==> src/sv/assert_macros.svh <==
// Assertion macros shared by the four-pole filter RTL.
// Needs nothing else; each file that asserts includes this header.
`ifndef ASSERT_MACROS_SVH
`define ASSERT_MACROS_SVH

// The consequent must hold in the same cycle as the antecedent.
`define FPR_ASSERT_IMP(lbl, clk, rst, ante, cons) \
   lbl: assert property (@(posedge clk) disable iff (rst) (ante) |-> (cons)) \
      else $error("same-cycle implication check failed");

// The consequent must hold in the cycle after the antecedent.
`define FPR_ASSERT_NEXT(lbl, clk, rst, ante, cons) \
   lbl: assert property (@(posedge clk) disable iff (rst) (ante) |=> (cons)) \
      else $error("next-cycle implication check failed");

// The expression must hold in every cycle outside reset.
`define FPR_ASSERT_ALWAYS(lbl, clk, rst, expr) \
   lbl: assert property (@(posedge clk) disable iff (rst) (expr)) \
      else $error("invariant check failed");

`endif

==> src/sv/fpr_pkg.sv <==
// Package for the four-pole resonant filter: widths, types, codes and
// saturation helpers. Depends on nothing; every file but assert_macros.svh uses it.
`default_nettype none

package fpr_pkg;

   // Field and datapath widths.
   localparam int SAMPLE_BITS = 24;
   localparam int COEF_BITS   = 16;
   localparam int FB_BITS     = 20;
   localparam int FB_FRAC     = 16;
   localparam int STAGE_BITS  = 32;
   localparam int DIFF_BITS   = STAGE_BITS + 1;
   localparam int MUL_A_BITS  = ((FB_BITS > COEF_BITS) ? FB_BITS : COEF_BITS) + 1;
   localparam int PROD_BITS   = MUL_A_BITS + DIFF_BITS;
   localparam int WIDE_BITS   = PROD_BITS + 1;
   localparam int CSR_ADDR_BITS = 2;
   localparam int CSR_DATA_BITS = FB_BITS;

   typedef logic signed [SAMPLE_BITS-1:0] sample_type;
   typedef logic        [COEF_BITS-1:0]   coef_type;
   typedef logic        [FB_BITS-1:0]     fb_type;
   typedef logic signed [STAGE_BITS-1:0]  stage_type;
   typedef logic signed [DIFF_BITS-1:0]   diff_type;
   typedef logic signed [MUL_A_BITS-1:0]  mul_a_type;
   typedef logic signed [PROD_BITS-1:0]   prod_type;
   typedef logic signed [WIDE_BITS-1:0]   wide_type;
   typedef logic [CSR_ADDR_BITS-1:0]      csr_addr_type;
   typedef logic [CSR_DATA_BITS-1:0]      csr_data_type;

   // Configuration register indexes.
   localparam csr_addr_type CSR_FILTER_MODE   = csr_addr_type'(0);
   localparam csr_addr_type CSR_FEEDBACK_GAIN = csr_addr_type'(1);

   typedef enum logic [1:0] {
      MODE_LOWPASS,
      MODE_HIGHPASS,
      MODE_BANDPASS,
      MODE_ZERO
   } mode_type;

   // Sequencer states: one multiply, then one use of its product.
   typedef enum logic [3:0] {
      ST_IDLE,
      ST_MUL_FB,
      ST_ERR,
      ST_MUL_S1,
      ST_UPD_S1,
      ST_MUL_S2,
      ST_UPD_S2,
      ST_MUL_S3,
      ST_UPD_S3,
      ST_MUL_S4,
      ST_UPD_S4,
      ST_OUT
   } state_type;

   // Second multiplier operand.
   typedef enum logic [1:0] {
      BSEL_S1_S2,
      BSEL_ERR,
      BSEL_S2_S3,
      BSEL_S3_S4
   } bsel_type;

   typedef enum logic [1:0] {
      STG_ONE,
      STG_TWO,
      STG_THREE,
      STG_FOUR
   } stage_sel_type;

   // Sequencer to datapath.
   typedef struct packed {
      logic          ready;
      logic          mul_en;
      logic          a_is_fb;
      bsel_type      b_sel;
      logic          err_en;
      logic          upd_en;
      stage_sel_type upd_sel;
      logic          out_load;
   } ctl_type;

   // Datapath to sequencer.
   typedef struct packed {
      logic accept;
      logic zero_in;
      logic out_free;
   } sts_type;

   // Saturate a wide sum to the signed stage range.
   function automatic stage_type sat_stage(input wide_type v);
      logic all_ones;
      logic all_zeros;
      all_ones  = &v[WIDE_BITS-1:STAGE_BITS-1];
      all_zeros = ~|v[WIDE_BITS-1:STAGE_BITS-1];
      if (all_ones || all_zeros) begin
         sat_stage = v[STAGE_BITS-1:0];
      end else if (v[WIDE_BITS-1]) begin
         sat_stage = {1'b1, {(STAGE_BITS-1){1'b0}}};
      end else begin
         sat_stage = {1'b0, {(STAGE_BITS-1){1'b1}}};
      end
   endfunction

   // Saturate a stage difference to the signed sample range.
   function automatic sample_type sat_sample(input diff_type v);
      logic all_ones;
      logic all_zeros;
      all_ones  = &v[DIFF_BITS-1:SAMPLE_BITS-1];
      all_zeros = ~|v[DIFF_BITS-1:SAMPLE_BITS-1];
      if (all_ones || all_zeros) begin
         sat_sample = v[SAMPLE_BITS-1:0];
      end else if (v[DIFF_BITS-1]) begin
         sat_sample = {1'b1, {(SAMPLE_BITS-1){1'b0}}};
      end else begin
         sat_sample = {1'b0, {(SAMPLE_BITS-1){1'b1}}};
      end
   endfunction

endpackage

`default_nettype wire

==> src/sv/fpr_ifs.sv <==
// Channel interfaces of the four-pole resonant filter: sample request,
// filtered response and register write. Depends on fpr_pkg.
`default_nettype none

interface fpr_req_if;
   logic                 valid;
   logic                 ready;
   fpr_pkg::sample_type  sample_in;
   fpr_pkg::coef_type    cutoff_coef;

   modport source (output valid, output sample_in, output cutoff_coef, input ready);
   modport sink   (input valid, input sample_in, input cutoff_coef, output ready);
endinterface

interface fpr_rsp_if;
   logic                 valid;
   logic                 ready;
   fpr_pkg::sample_type  sample_out;

   modport source (output valid, output sample_out, input ready);
   modport sink   (input valid, input sample_out, output ready);
endinterface

interface fpr_csr_if;
   logic                  valid;
   logic                  ready;
   fpr_pkg::csr_addr_type addr;
   fpr_pkg::csr_data_type wdata;

   modport source (output valid, output addr, output wdata, input ready);
   modport sink   (input valid, input addr, input wdata, output ready);
endinterface

`default_nettype wire

==> src/sv/four_pole_resonant_filter.sv <==
// Four-pole resonant filter: four cascaded one-pole stages, the first with
// resonance feedback, evaluated with one shared multiplier.
// Depends on fpr_pkg, fpr_ifs, fpr_mul, fpr_ctrl and assert_macros.svh.
//
// Channels: req_ch takes one word (sample_in, cutoff_coef); rsp_ch gives one
// word (sample_out) per request word, in order. csr_ch writes filter_mode
// (index 0) and feedback_gain (index 1); it is always ready and other
// indexes are dropped. The user must write it only while the filter is
// idle; the block does not enforce this. A nonzero sample runs five
// multiplies in turn through the one multiplier, each followed by a step
// that uses its product, then the output step; a zero sample leaves the
// stages alone and goes straight to the output step. The result shows on
// rsp_ch, and req_ch is ready again (never earlier), in the same cycle.
// The result sits in an output register, so req_ch takes the next word while
// it waits; a later result that finds the register still full holds in the
// last sequencer step until rsp_ch.ready frees it.
// Reset (synchronous, active high) clears the stages and both registers.
`default_nettype none
`include "assert_macros.svh"

module four_pole_resonant_filter (
   input  wire              clock,
   input  wire              reset,
   fpr_req_if.sink          req_ch,
   fpr_rsp_if.source        rsp_ch,
   fpr_csr_if.sink          csr_ch
);

   fpr_pkg::ctl_type    ctl;
   fpr_pkg::sts_type    sts;

   fpr_pkg::mode_type   mode_ff;
   fpr_pkg::fb_type     fb_ff;
   fpr_pkg::sample_type x_ff;
   fpr_pkg::coef_type   c_ff;
   fpr_pkg::stage_type  e_ff;
   fpr_pkg::stage_type  e_in;
   fpr_pkg::stage_type  s1_ff, s2_ff, s3_ff, s4_ff;
   fpr_pkg::stage_type  stage_cur;
   fpr_pkg::stage_type  stage_new;
   fpr_pkg::sample_type sample_out_ff;
   fpr_pkg::sample_type sample_out_in;
   logic                rsp_valid_ff;
   logic                rsp_valid_in;

   fpr_pkg::mul_a_type  mul_a;
   fpr_pkg::diff_type   mul_b;
   fpr_pkg::prod_type   prod;
   fpr_pkg::diff_type   y_raw;
   logic                accept;

   assign accept        = req_ch.valid && req_ch.ready;
   assign req_ch.ready  = ctl.ready;
   assign csr_ch.ready  = 1'b1;
   assign rsp_ch.valid  = rsp_valid_ff;
   assign rsp_ch.sample_out = sample_out_ff;

   assign sts.accept   = accept;
   assign sts.zero_in  = (req_ch.sample_in == '0);
   assign sts.out_free = !rsp_valid_ff || rsp_ch.ready;

   fpr_ctrl u_ctrl (
      .clock (clock),
      .reset (reset),
      .sts   (sts),
      .ctl   (ctl)
   );

   // Operand selection for the shared multiplier.
   always_comb begin
      mul_a = ctl.a_is_fb ? fpr_pkg::mul_a_type'(fb_ff) : fpr_pkg::mul_a_type'(c_ff);
      case (ctl.b_sel)
         fpr_pkg::BSEL_S1_S2: mul_b = fpr_pkg::diff_type'(s1_ff) - fpr_pkg::diff_type'(s2_ff);
         fpr_pkg::BSEL_ERR:   mul_b = fpr_pkg::diff_type'(e_ff);
         fpr_pkg::BSEL_S2_S3: mul_b = fpr_pkg::diff_type'(s2_ff) - fpr_pkg::diff_type'(s3_ff);
         fpr_pkg::BSEL_S3_S4: mul_b = fpr_pkg::diff_type'(s3_ff) - fpr_pkg::diff_type'(s4_ff);
         default:             mul_b = '0;
      endcase
   end

   fpr_mul u_mul (
      .clock (clock),
      .en    (ctl.mul_en),
      .a     (mul_a),
      .b     (mul_b),
      .prod  (prod)
   );

   // Error term: input minus stage one plus the floored feedback product.
   always_comb begin
      e_in = fpr_pkg::sat_stage(fpr_pkg::wide_type'(x_ff) - fpr_pkg::wide_type'(s1_ff)
                                + fpr_pkg::wide_type'(prod >>> fpr_pkg::FB_FRAC));
   end

   // Stage update: stage plus the floored coefficient product, saturated.
   always_comb begin
      case (ctl.upd_sel)
         fpr_pkg::STG_ONE:   stage_cur = s1_ff;
         fpr_pkg::STG_TWO:   stage_cur = s2_ff;
         fpr_pkg::STG_THREE: stage_cur = s3_ff;
         fpr_pkg::STG_FOUR:  stage_cur = s4_ff;
         default:            stage_cur = s1_ff;
      endcase
      stage_new = fpr_pkg::sat_stage(fpr_pkg::wide_type'(stage_cur)
                                     + fpr_pkg::wide_type'(prod >>> fpr_pkg::COEF_BITS));
   end

   // Output mode selection; a zero input passes straight through.
   always_comb begin
      case (mode_ff)
         fpr_pkg::MODE_LOWPASS:  y_raw = fpr_pkg::diff_type'(s4_ff);
         fpr_pkg::MODE_HIGHPASS: y_raw = fpr_pkg::diff_type'(x_ff) - fpr_pkg::diff_type'(s4_ff);
         fpr_pkg::MODE_BANDPASS: y_raw = fpr_pkg::diff_type'(s1_ff) - fpr_pkg::diff_type'(s4_ff);
         default:                y_raw = '0;
      endcase
      sample_out_in = (x_ff == '0) ? '0 : fpr_pkg::sat_sample(y_raw);
   end

   // Response valid flag.
   always_comb begin
      rsp_valid_in = rsp_valid_ff;
      if (ctl.out_load) begin
         rsp_valid_in = 1'b1;
      end else if (rsp_ch.ready) begin
         rsp_valid_in = 1'b0;
      end
   end

   // Control state: configuration, response flag and filter stages.
   always_ff @(posedge clock) begin
      if (reset) begin
         mode_ff      <= fpr_pkg::MODE_LOWPASS;
         fb_ff        <= '0;
         rsp_valid_ff <= 1'b0;
         s1_ff        <= '0;
         s2_ff        <= '0;
         s3_ff        <= '0;
         s4_ff        <= '0;
      end else begin
         if (csr_ch.valid && (csr_ch.addr == fpr_pkg::CSR_FILTER_MODE)) begin
            mode_ff <= fpr_pkg::mode_type'(csr_ch.wdata[1:0]);
         end
         if (csr_ch.valid && (csr_ch.addr == fpr_pkg::CSR_FEEDBACK_GAIN)) begin
            fb_ff <= csr_ch.wdata[fpr_pkg::FB_BITS-1:0];
         end
         rsp_valid_ff <= rsp_valid_in;
         if (ctl.upd_en) begin
            case (ctl.upd_sel)
               fpr_pkg::STG_ONE:   s1_ff <= stage_new;
               fpr_pkg::STG_TWO:   s2_ff <= stage_new;
               fpr_pkg::STG_THREE: s3_ff <= stage_new;
               fpr_pkg::STG_FOUR:  s4_ff <= stage_new;
               default:            s1_ff <= s1_ff;
            endcase
         end
      end
   end

   // Payload registers.
   always_ff @(posedge clock) begin
      if (accept) begin
         x_ff <= req_ch.sample_in;
         c_ff <= req_ch.cutoff_coef;
      end
      if (ctl.err_en) begin
         e_ff <= e_in;
      end
      if (ctl.out_load) begin
         sample_out_ff <= sample_out_in;
      end
   end

   `FPR_ASSERT_NEXT(a_busy_after_accept, clock, reset, accept, !req_ch.ready)
   `FPR_ASSERT_IMP(a_load_when_free, clock, reset, ctl.out_load, !rsp_valid_ff || rsp_ch.ready)
   `FPR_ASSERT_IMP(a_zero_keeps_stages, clock, reset, ctl.upd_en || ctl.err_en, x_ff != '0)

endmodule

`default_nettype wire

==> src/sv/fpr_mul.sv <==
// Shared signed multiplier with a registered product, used for the
// feedback term and all four stage updates. Depends on fpr_pkg.
`default_nettype none

module fpr_mul (
   input  wire               clock,
   input  wire               en,
   input  fpr_pkg::mul_a_type a,
   input  fpr_pkg::diff_type  b,
   output fpr_pkg::prod_type  prod
);

   fpr_pkg::prod_type prod_ff;
   fpr_pkg::prod_type prod_in;

   // Both operands are signed; the product fits the full width.
   always_comb begin
      prod_in = fpr_pkg::prod_type'(a) * fpr_pkg::prod_type'(b);
   end

   always_ff @(posedge clock) begin
      if (en) begin
         prod_ff <= prod_in;
      end
   end

   assign prod = prod_ff;

endmodule

`default_nettype wire

==> src/sv/fpr_ctrl.sv <==
// Sequencer of the four-pole resonant filter: steps the shared multiplier
// through one sample. Depends on fpr_pkg and assert_macros.svh.
`default_nettype none
`include "assert_macros.svh"

module fpr_ctrl (
   input  wire               clock,
   input  wire               reset,
   input  fpr_pkg::sts_type  sts,
   output fpr_pkg::ctl_type  ctl
);

   fpr_pkg::state_type state_ff;
   fpr_pkg::state_type state_in;

   // Next state.
   always_comb begin
      state_in = state_ff;
      case (state_ff)
         fpr_pkg::ST_IDLE: begin
            if (sts.accept) begin
               state_in = sts.zero_in ? fpr_pkg::ST_OUT : fpr_pkg::ST_MUL_FB;
            end
         end
         fpr_pkg::ST_MUL_FB: state_in = fpr_pkg::ST_ERR;
         fpr_pkg::ST_ERR:    state_in = fpr_pkg::ST_MUL_S1;
         fpr_pkg::ST_MUL_S1: state_in = fpr_pkg::ST_UPD_S1;
         fpr_pkg::ST_UPD_S1: state_in = fpr_pkg::ST_MUL_S2;
         fpr_pkg::ST_MUL_S2: state_in = fpr_pkg::ST_UPD_S2;
         fpr_pkg::ST_UPD_S2: state_in = fpr_pkg::ST_MUL_S3;
         fpr_pkg::ST_MUL_S3: state_in = fpr_pkg::ST_UPD_S3;
         fpr_pkg::ST_UPD_S3: state_in = fpr_pkg::ST_MUL_S4;
         fpr_pkg::ST_MUL_S4: state_in = fpr_pkg::ST_UPD_S4;
         fpr_pkg::ST_UPD_S4: state_in = fpr_pkg::ST_OUT;
         fpr_pkg::ST_OUT: begin
            if (sts.out_free) begin
               state_in = fpr_pkg::ST_IDLE;
            end
         end
         default: state_in = fpr_pkg::ST_IDLE;
      endcase
   end

   // Outputs per state.
   always_comb begin
      ctl          = '0;
      ctl.b_sel    = fpr_pkg::BSEL_S1_S2;
      ctl.upd_sel  = fpr_pkg::STG_ONE;
      case (state_ff)
         fpr_pkg::ST_IDLE: ctl.ready = 1'b1;
         fpr_pkg::ST_MUL_FB: begin
            ctl.mul_en  = 1'b1;
            ctl.a_is_fb = 1'b1;
            ctl.b_sel   = fpr_pkg::BSEL_S1_S2;
         end
         fpr_pkg::ST_ERR: ctl.err_en = 1'b1;
         fpr_pkg::ST_MUL_S1: begin
            ctl.mul_en = 1'b1;
            ctl.b_sel  = fpr_pkg::BSEL_ERR;
         end
         fpr_pkg::ST_UPD_S1: begin
            ctl.upd_en  = 1'b1;
            ctl.upd_sel = fpr_pkg::STG_ONE;
         end
         fpr_pkg::ST_MUL_S2: begin
            ctl.mul_en = 1'b1;
            ctl.b_sel  = fpr_pkg::BSEL_S1_S2;
         end
         fpr_pkg::ST_UPD_S2: begin
            ctl.upd_en  = 1'b1;
            ctl.upd_sel = fpr_pkg::STG_TWO;
         end
         fpr_pkg::ST_MUL_S3: begin
            ctl.mul_en = 1'b1;
            ctl.b_sel  = fpr_pkg::BSEL_S2_S3;
         end
         fpr_pkg::ST_UPD_S3: begin
            ctl.upd_en  = 1'b1;
            ctl.upd_sel = fpr_pkg::STG_THREE;
         end
         fpr_pkg::ST_MUL_S4: begin
            ctl.mul_en = 1'b1;
            ctl.b_sel  = fpr_pkg::BSEL_S3_S4;
         end
         fpr_pkg::ST_UPD_S4: begin
            ctl.upd_en  = 1'b1;
            ctl.upd_sel = fpr_pkg::STG_FOUR;
         end
         fpr_pkg::ST_OUT: ctl.out_load = sts.out_free;
         default: ctl.ready = 1'b0;
      endcase
   end

   always_ff @(posedge clock) begin
      if (reset) begin
         state_ff <= fpr_pkg::ST_IDLE;
      end else begin
         state_ff <= state_in;
      end
   end

   // At most one datapath action per cycle, and a new word leaves idle.
   `FPR_ASSERT_ALWAYS(a_one_action, clock, reset, $onehot0({ctl.mul_en, ctl.err_en, ctl.upd_en, ctl.out_load}))
   `FPR_ASSERT_NEXT(a_leave_idle, clock, reset, sts.accept && ctl.ready, state_ff != fpr_pkg::ST_IDLE)

endmodule

`default_nettype wire

==> src/flat_wrapper.sv <==
// flat-port wrapper written by rule: the top's interface ports become plain ports
module four_pole_resonant_filter_flat 
  (clock, reset, req_ch_valid, req_ch_sample_in, req_ch_cutoff_coef, req_ch_ready, rsp_ch_valid, rsp_ch_sample_out, rsp_ch_ready, csr_ch_valid, csr_ch_addr, csr_ch_wdata, csr_ch_ready);
  fpr_req_if req_ch_i ();
  fpr_rsp_if rsp_ch_i ();
  fpr_csr_if csr_ch_i ();
  input  wire clock;
  input  wire reset;
  input wire logic [$bits(req_ch_i.valid)-1:0] req_ch_valid;
  input wire logic [$bits(req_ch_i.sample_in)-1:0] req_ch_sample_in;
  input wire logic [$bits(req_ch_i.cutoff_coef)-1:0] req_ch_cutoff_coef;
  output wire logic [$bits(req_ch_i.ready)-1:0] req_ch_ready;
  output wire logic [$bits(rsp_ch_i.valid)-1:0] rsp_ch_valid;
  output wire logic [$bits(rsp_ch_i.sample_out)-1:0] rsp_ch_sample_out;
  input wire logic [$bits(rsp_ch_i.ready)-1:0] rsp_ch_ready;
  input wire logic [$bits(csr_ch_i.valid)-1:0] csr_ch_valid;
  input wire logic [$bits(csr_ch_i.addr)-1:0] csr_ch_addr;
  input wire logic [$bits(csr_ch_i.wdata)-1:0] csr_ch_wdata;
  output wire logic [$bits(csr_ch_i.ready)-1:0] csr_ch_ready;
  assign req_ch_i.valid = req_ch_valid;
  assign req_ch_i.sample_in = req_ch_sample_in;
  assign req_ch_i.cutoff_coef = req_ch_cutoff_coef;
  assign req_ch_ready = req_ch_i.ready;
  assign rsp_ch_valid = rsp_ch_i.valid;
  assign rsp_ch_sample_out = rsp_ch_i.sample_out;
  assign rsp_ch_i.ready = rsp_ch_ready;
  assign csr_ch_i.valid = csr_ch_valid;
  assign csr_ch_i.addr = csr_ch_addr;
  assign csr_ch_i.wdata = csr_ch_wdata;
  assign csr_ch_ready = csr_ch_i.ready;
  four_pole_resonant_filter u_core (.clock(clock), .reset(reset), .req_ch(req_ch_i), .rsp_ch(rsp_ch_i), .csr_ch(csr_ch_i));
endmodule
==> config.mk <==
export PLATFORM = sky130hd
export DESIGN_NAME = four_pole_resonant_filter_flat
export DESIGN_NICKNAME = d
export VERILOG_FILES = /design/src/sv/fpr_pkg.sv /design/src/sv/fpr_ifs.sv /design/src/sv/four_pole_resonant_filter.sv /design/src/sv/fpr_mul.sv /design/src/sv/fpr_ctrl.sv /design/src/flat_wrapper.sv
export VERILOG_INCLUDE_DIRS = /design/src /design/src/sv
export SDC_FILE = /design/constraint.sdc
export NUM_CORES = 2
export LEC_CHECK = 0
export BUFFER_PORTS_ARGS = -buffer_cell sky130_fd_sc_hd__buf_2
export CAP_MARGIN = 10
export CORE_MARGIN = 1
export CORE_UTILIZATION = 35
export DETAILED_ROUTE_END_ITERATION = 8
export MAX_ROUTING_LAYER = met4
export PLACE_DENSITY = 0.47
export SLEW_MARGIN = 30
export SYNTH_ARGS = -nofsm -noshare
export SYNTH_HDL_FRONTEND = slang
export SYNTH_SLANG_ARGS = --single-unit
==> constraint.sdc <==
create_clock -name clock -period 11.2 [get_ports clock]
set_input_delay 0 -clock clock [delete_from_list [all_inputs] [get_ports clock]]
set_output_delay 0 -clock clock [all_outputs]
set_load 0.02 [all_outputs]
-- After elaboration in Yosys (flattened, before gate mapping)
Index checks and enable logic that the tools add are counted.
- register bits: 305
- latch bits: 0
- memory bits (writable): 0
- memory bits (read-only): 0
- input port bits: 67
- output and inout bits: 27
- logic and storage cells: 98
- memories kept: 0
- add/subtract/negate cells: 8
- multiply operators: 1
- divide/modulo/power cells: 0
- magnitude comparators: 0
- eq/ne operators: 22
- shift operators: 0
- mux-type cells: 23
- bitwise operators: 0
- reduce and logical (&&, ||, !) cells: 31
- operator list (cell ; count):
    case mux 33 bit (4 select lines) ; 1
    subtractor 32 x 32 -> 33 bit ; 4
    2-to-1 mux 32 bit ; 4
    case mux 32 bit (4 select lines) ; 1
    case mux 33 bit (3 select lines) ; 1
    subtractor 24 x 32 -> 33 bit ; 2
    multiplier 21 x 33 -> 54 bit ; 1
    logical NOT 24 bit ; 2
    2-to-1 mux 24 bit ; 2
    case mux 4 bit (12 select lines) ; 1
    AND reduction 24 bit ; 2
    OR reduction 24 bit ; 2
    adder 32 x 38 -> 39 bit ; 1
    adder 33 x 38 -> 39 bit ; 1
    2-to-1 mux 20 bit ; 1
    equality test 4 x 3 -> 1 bit, second input constant ; 4
    equality test 4 bit, second input constant ; 4
    2-to-1 mux 4 bit ; 3
    case mux 3 bit (4 select lines) ; 1
    equality test 2 bit, second input constant ; 5
    AND reduction 10 bit ; 1
    AND reduction 2 bit ; 5
    OR reduction 10 bit ; 1
    equality test 2 x 1 -> 1 bit, second input constant ; 4
    other kinds (13) ; 31

-- Depth between registers and ports, before layout
- depth in word-level cells: 9
- mapped depth: 41
- mapped depth without buffers: 40

-- Hierarchy
Synthesis repeated with hierarchy kept, for this count alone.
- cell total of the unflattened synthesis: 5638
- area total of the unflattened synthesis: 49603.8 µm²
- by module, submodules not included (module ; times used ; cells each ; area each (µm²) ; seq. area each (µm²)):
    fpr_mul ; 1 ; 2811 ; 25888.6 ; 1621.6
    four_pole_resonant_filter ; 1 ; 2780 ; 23343.6 ; 5905.7
    fpr_ctrl ; 1 ; 47 ; 371.6 ; 80.1

-- Worst setup path before layout
No wires, ideal clock.
- path kind: reg2reg
- start point: register u_core.s4_ff[1]
- end point: register u_core.u_mul.prod_ff[39] (netlist: u_core.u_mul.prod[39]), data pin
- library setup time: 266 ps
- data arrival time: 9095 ps
- data required time: 10934 ps
- setup slack: 1840 ps
- stages on the path, launching flop included: 34
- path buffers: 0
- period minus slack after synthesis: 9360 ps
- cells stage by stage: dfxtp_1 -> inv_1 -> ha_1 -> nor2b_1 -> o21a_1 -> o21ai_0 -> a21oi_1 -> or3b_2 -> xnor2_1 -> nor2_1 -> a2111oi_1 -> nor2_1 -> fa_1 -> inv_1 -> fa_1 -> fa_1 -> inv_1 -> fa_1 -> fa_1 -> fa_1 -> inv_1 -> fa_1 -> inv_1 -> ha_1 -> and3_1 -> a211oi_1 -> o41ai_2 -> nand3_1 -> a21oi_2 -> a31oi_1 -> o21ai_1 -> a2111oi_0 -> nor3_1 -> xor2_1
- word-level cells in the longest chain between the ends: 3
- RTL lines (item ; RTL line ; source):
    from (decl) ; four_pole_resonant_filter.sv:38 ; fpr_pkg::stage_type s1_ff, s2_ff, s3_ff, s4_ff;
    from (signal assigned) ; four_pole_resonant_filter.sv:152 ; fpr_pkg::STG_FOUR: s4_ff <= stage_new;
    subtractor 32 x 32 -> 33 bit ; four_pole_resonant_filter.sv:76 ; fpr_pkg::BSEL_S3_S4: mul_b = fpr_pkg::diff_type'(s3_ff) - fpr_pkg::diff_type'(s4_ff);
    case mux 33 bit (4 select lines) ; four_pole_resonant_filter.sv:72 ; case (ctl.b_sel)
    multiplier 21 x 33 -> 54 bit ; fpr_mul.sv:18 ; prod_in = fpr_pkg::prod_type'(a) * fpr_pkg::prod_type'(b);
    named net u_core.u_mul.prod_in[39] ; fpr_mul.sv:14 ; fpr_pkg::prod_type prod_in;
    to (signal assigned) ; fpr_mul.sv:23 ; prod_ff <= prod_in;
    to (decl) ; fpr_mul.sv:13 ; fpr_pkg::prod_type prod_ff;
The timed path passes the listed nets, and every way through them passes these cells.
A chain may end at the register's enable or synchronous reset.

-- Final worst setup path
- start point: register u_core.s3_ff[0]
- end point: register u_core.u_mul.prod_ff[39] (netlist: u_core.u_mul.prod[39]), data pin
- word-level cells in the longest chain between the ends: 3
- elaborated cells between the ends (all ways): 4
- classes of those cells: add/sub (2); mul (1); mux (1)
- RTL lines (item ; RTL line ; source):
    from (decl) ; four_pole_resonant_filter.sv:38 ;
    from (signal assigned) ; four_pole_resonant_filter.sv:151 ; fpr_pkg::STG_THREE: s3_ff <= stage_new;
    subtractor 32 x 32 -> 33 bit, on equally long branches ; four_pole_resonant_filter.sv:76, four_pole_resonant_filter.sv:75 ;
    case mux 33 bit (4 select lines) * ; four_pole_resonant_filter.sv:72 ;
    multiplier 21 x 33 -> 54 bit * ; fpr_mul.sv:18 ;
    named net u_core.u_mul.prod_in[39] ; fpr_mul.sv:14 ;
Mark *: on every way through the listed nets, which the timed path passes. The rest lies on a longest branch.

==> impl_metrics.toml <==
[final_layout]
register_area_um2 = 7130
n_fill_cell = 13800
syn2layout_area_growth_pct = 10.7
finalNetCount = 6808
fin_cells = 7520
drive_above_1_share = 0.0722
multi_input_area_um2 = 36100

[clock_tree]
cts_num_sinks = 289
numCtsBuffers = 41
clockBufferDepth = 3
insertion_delay_ns = 0.64
cts_tree = "yes"
path_clk_slew_ns = 0.06
cts_max_level = 2
cts_root_buffer = "clkbuf_16"

[sta]
clock_skew_ns = 0.0556
maxSlewHeadroom = 0.252
finalSetupViolations = 0
slew_viol_final = 0
fin_setup_tns_ns = 0
worstMarginPinSlew_ns = 1.12
hold_viol = 0
period_needed_ns = 10.65
rsz0062_at_grt = "false"
holdWs_ns = 0.0785
finalCritPeriodShare = 0.951
fmax_mhz = 93.9

[placement]
hpwl_um = 152000
gp_congestion = 0.974
port_buffers = 92
dp_cells = 7369

[hold_path]
min_path_type = "input port to register"
hold_depth = 3

[synth]
netlist_area_um2 = 47600
avgSynthCellArea_um2 = 8.46
ys_warn_count = 0
ys.flop_type = "dfxtp_1"
ys_seq_elements = 289
synthTopCellsByArea = "fa_1 (28%), ha_1 (9.2%), edfxtp_1 (8.4%)"
yosys.cell_count.top_type = "inv_1"
async_flop_share = 0
syn_inst = 5631
synth_seq_area_share = 0.150
synth_cell_types = 100
netlist.top_cell.by_area = "fa_1"
synth_edf_count = 134
synth_fp_nets = 6726
synth_top_area_share = 0.285
synth_common_cells = "inv_1 (936), nand2_1 (725), fa_1 (677)"

[worst_setup_path]
max_stage_delay_ns = 0.71
required_ns = 11.53
arrival_ns = 10.99
crit_top_cell = "fa_1"
crit_fanout = 14
crit_path_end_kind = "register"
worstSetupPathType = "register to register"
worstRegToRegCells = 35
cp_slowest_cell = "a21o_1"
worst_setup_path_start_kind = "register"

[global_route]
antenna_found_initial = 4
grt_pass1_vias = 41400
grt_max_degree = 97
grt-ovfl-total = 0
grtUsageTotal = 0.279
grt_pass1_wl_um = 276000

[route]
finalWirelength_um = 186000
drc = 0
vias_per_cell = 5.49
wl_per_cell_um = 24.7
vias = 41300
drt_pass1_iterations = 8
drt_iter0_markers = 3944
antenna_left = 0

[job]
max_cap_violations = 0

[floorplanning]
rows = 134
coreArea_um2 = 134000
dieArea_um2 = 138000
start_util = 0.355
die_height_um = 371
num_io_pins = 94
fp.dieW_um = 371

[status]
status = "completed"
==> critical path: cells and delay by family, from the launching register on <==
kind	cells	cell delay [ns]
AOI/OAI and AO/OA	11	3.99
and+or+nand+nor	6	0.88
DFF	1	0.38
buffers and inverters	6	0.31
xor gates and xnor gates	2	0.32
adders and majority gates	10	4.48
==> area by class of cell <==
| class | instances | share of cell area |
|---|---|---|
| multi-input combinational | 4133 | 0.685 |
| inverter | 938 | 0.0668 |
| clock buffer | 55 | 0.0226 |
| timing repair buffer | 310 | 0.0448 |
| clock inverter | 20 | 0.00358 |
| tap | 1768 | 0.0420 |
| sequential | 289 | 0.135 |
| antenna | 7 | 0.000332 |
==> cells by family after synthesis <==
logic type	count (synthesis)	share of synthesized area
AO/OA/AOI/OAI	1239	0.171
adder cells (fa/ha/maj)	1036	0.378
XOR/XNOR	228	0.0419
multiplexers	41	0.00912
buffers and inverters	1209	0.0969
other	1	0.0000787
AND/OR/NAND/NOR	1588	0.153
flip-flops	289	0.150
==> cell usage in the layout (no fill, tap or decap), drive strengths merged, types with 27 or more instances in the layout <==
cell and instances:
nor3 71, ha 351, buf 243, nand2b 46, nand4 34, xnor2 143, fa 677, xor2 85
edfxtp 134, a22oi 27, a21oi 273, o21a 68, dfxtp 155, dlygate4sd3 67, and2 98, a222oi 35
nand2 725, o21bai 44, nor2b 70, nor4 29, a21o 138, nor2 317, o21ai 283, inv 942
and3 32, a31oi 128, nand3 79, clkbuf 55
==> worst paths after layout <==
check	to	slack (ns)	startpoint
setup / recovery	u_core.u_mul.prod[39]	0.55	u_core.s3_ff[0]
hold / removal	u_core.mode_ff[1]	0.08	reset
setup reg to reg	u_core.u_mul.prod[39]	0.55	u_core.s3_ff[0]
hold reg to reg	u_core.fb_ff[19]	0.46	u_core.fb_ff[19]
==> per-stage QoR <==
| step | cell area [µm²] | utilization | setup WS (ns) |
|---|---|---|---|
| final | 52700 | 0.393 | 0.547 |
| after global routing | 52700 | 0.393 | 0.0332 |
| after CTS | 52700 | 0.392 | 0.313 |
| after detailed placement | 50600 | 0.377 | 0.383 |
| after global placement | 50500 | 0.376 | 0.502 |
| after floorplan | 47600 | - | 1.84 |
==> metal layers <==
metal	global-route usage	part of all wire	vias up
li1	-	-	18800
met3	0.0321	0.067	182
met1	0.387	0.46	20900
met4	0.0890	0.035	0
met2	0.424	0.44	1379
met5	-	0	-
==> registers in the layout, indices dropped and copies added, names as in the netlist, 16 cells and up <==
signal	flops
u_core.s3_ff	32
u_core.x_ff	24
u_core.fb_ff	20
u_core.s1_ff	32
u_core.u_mul.prod	38
u_core.e_ff	32
u_core.c_ff	16
u_core.s4_ff	32
u_core.rsp_ch.sample_out	24
u_core.s2_ff	32
==> what timing repair did <==
action,in CTS,in global routing
resized for setup,0,3
hold endpoints to repair,66,0
setup endpoints to repair,0,7
hold buffers,67,0
setup buffers,0,2
Power is left out: the tool's default activity adds up to more than one toggle a clock period on the data nets, which glitch-free logic cannot reach.
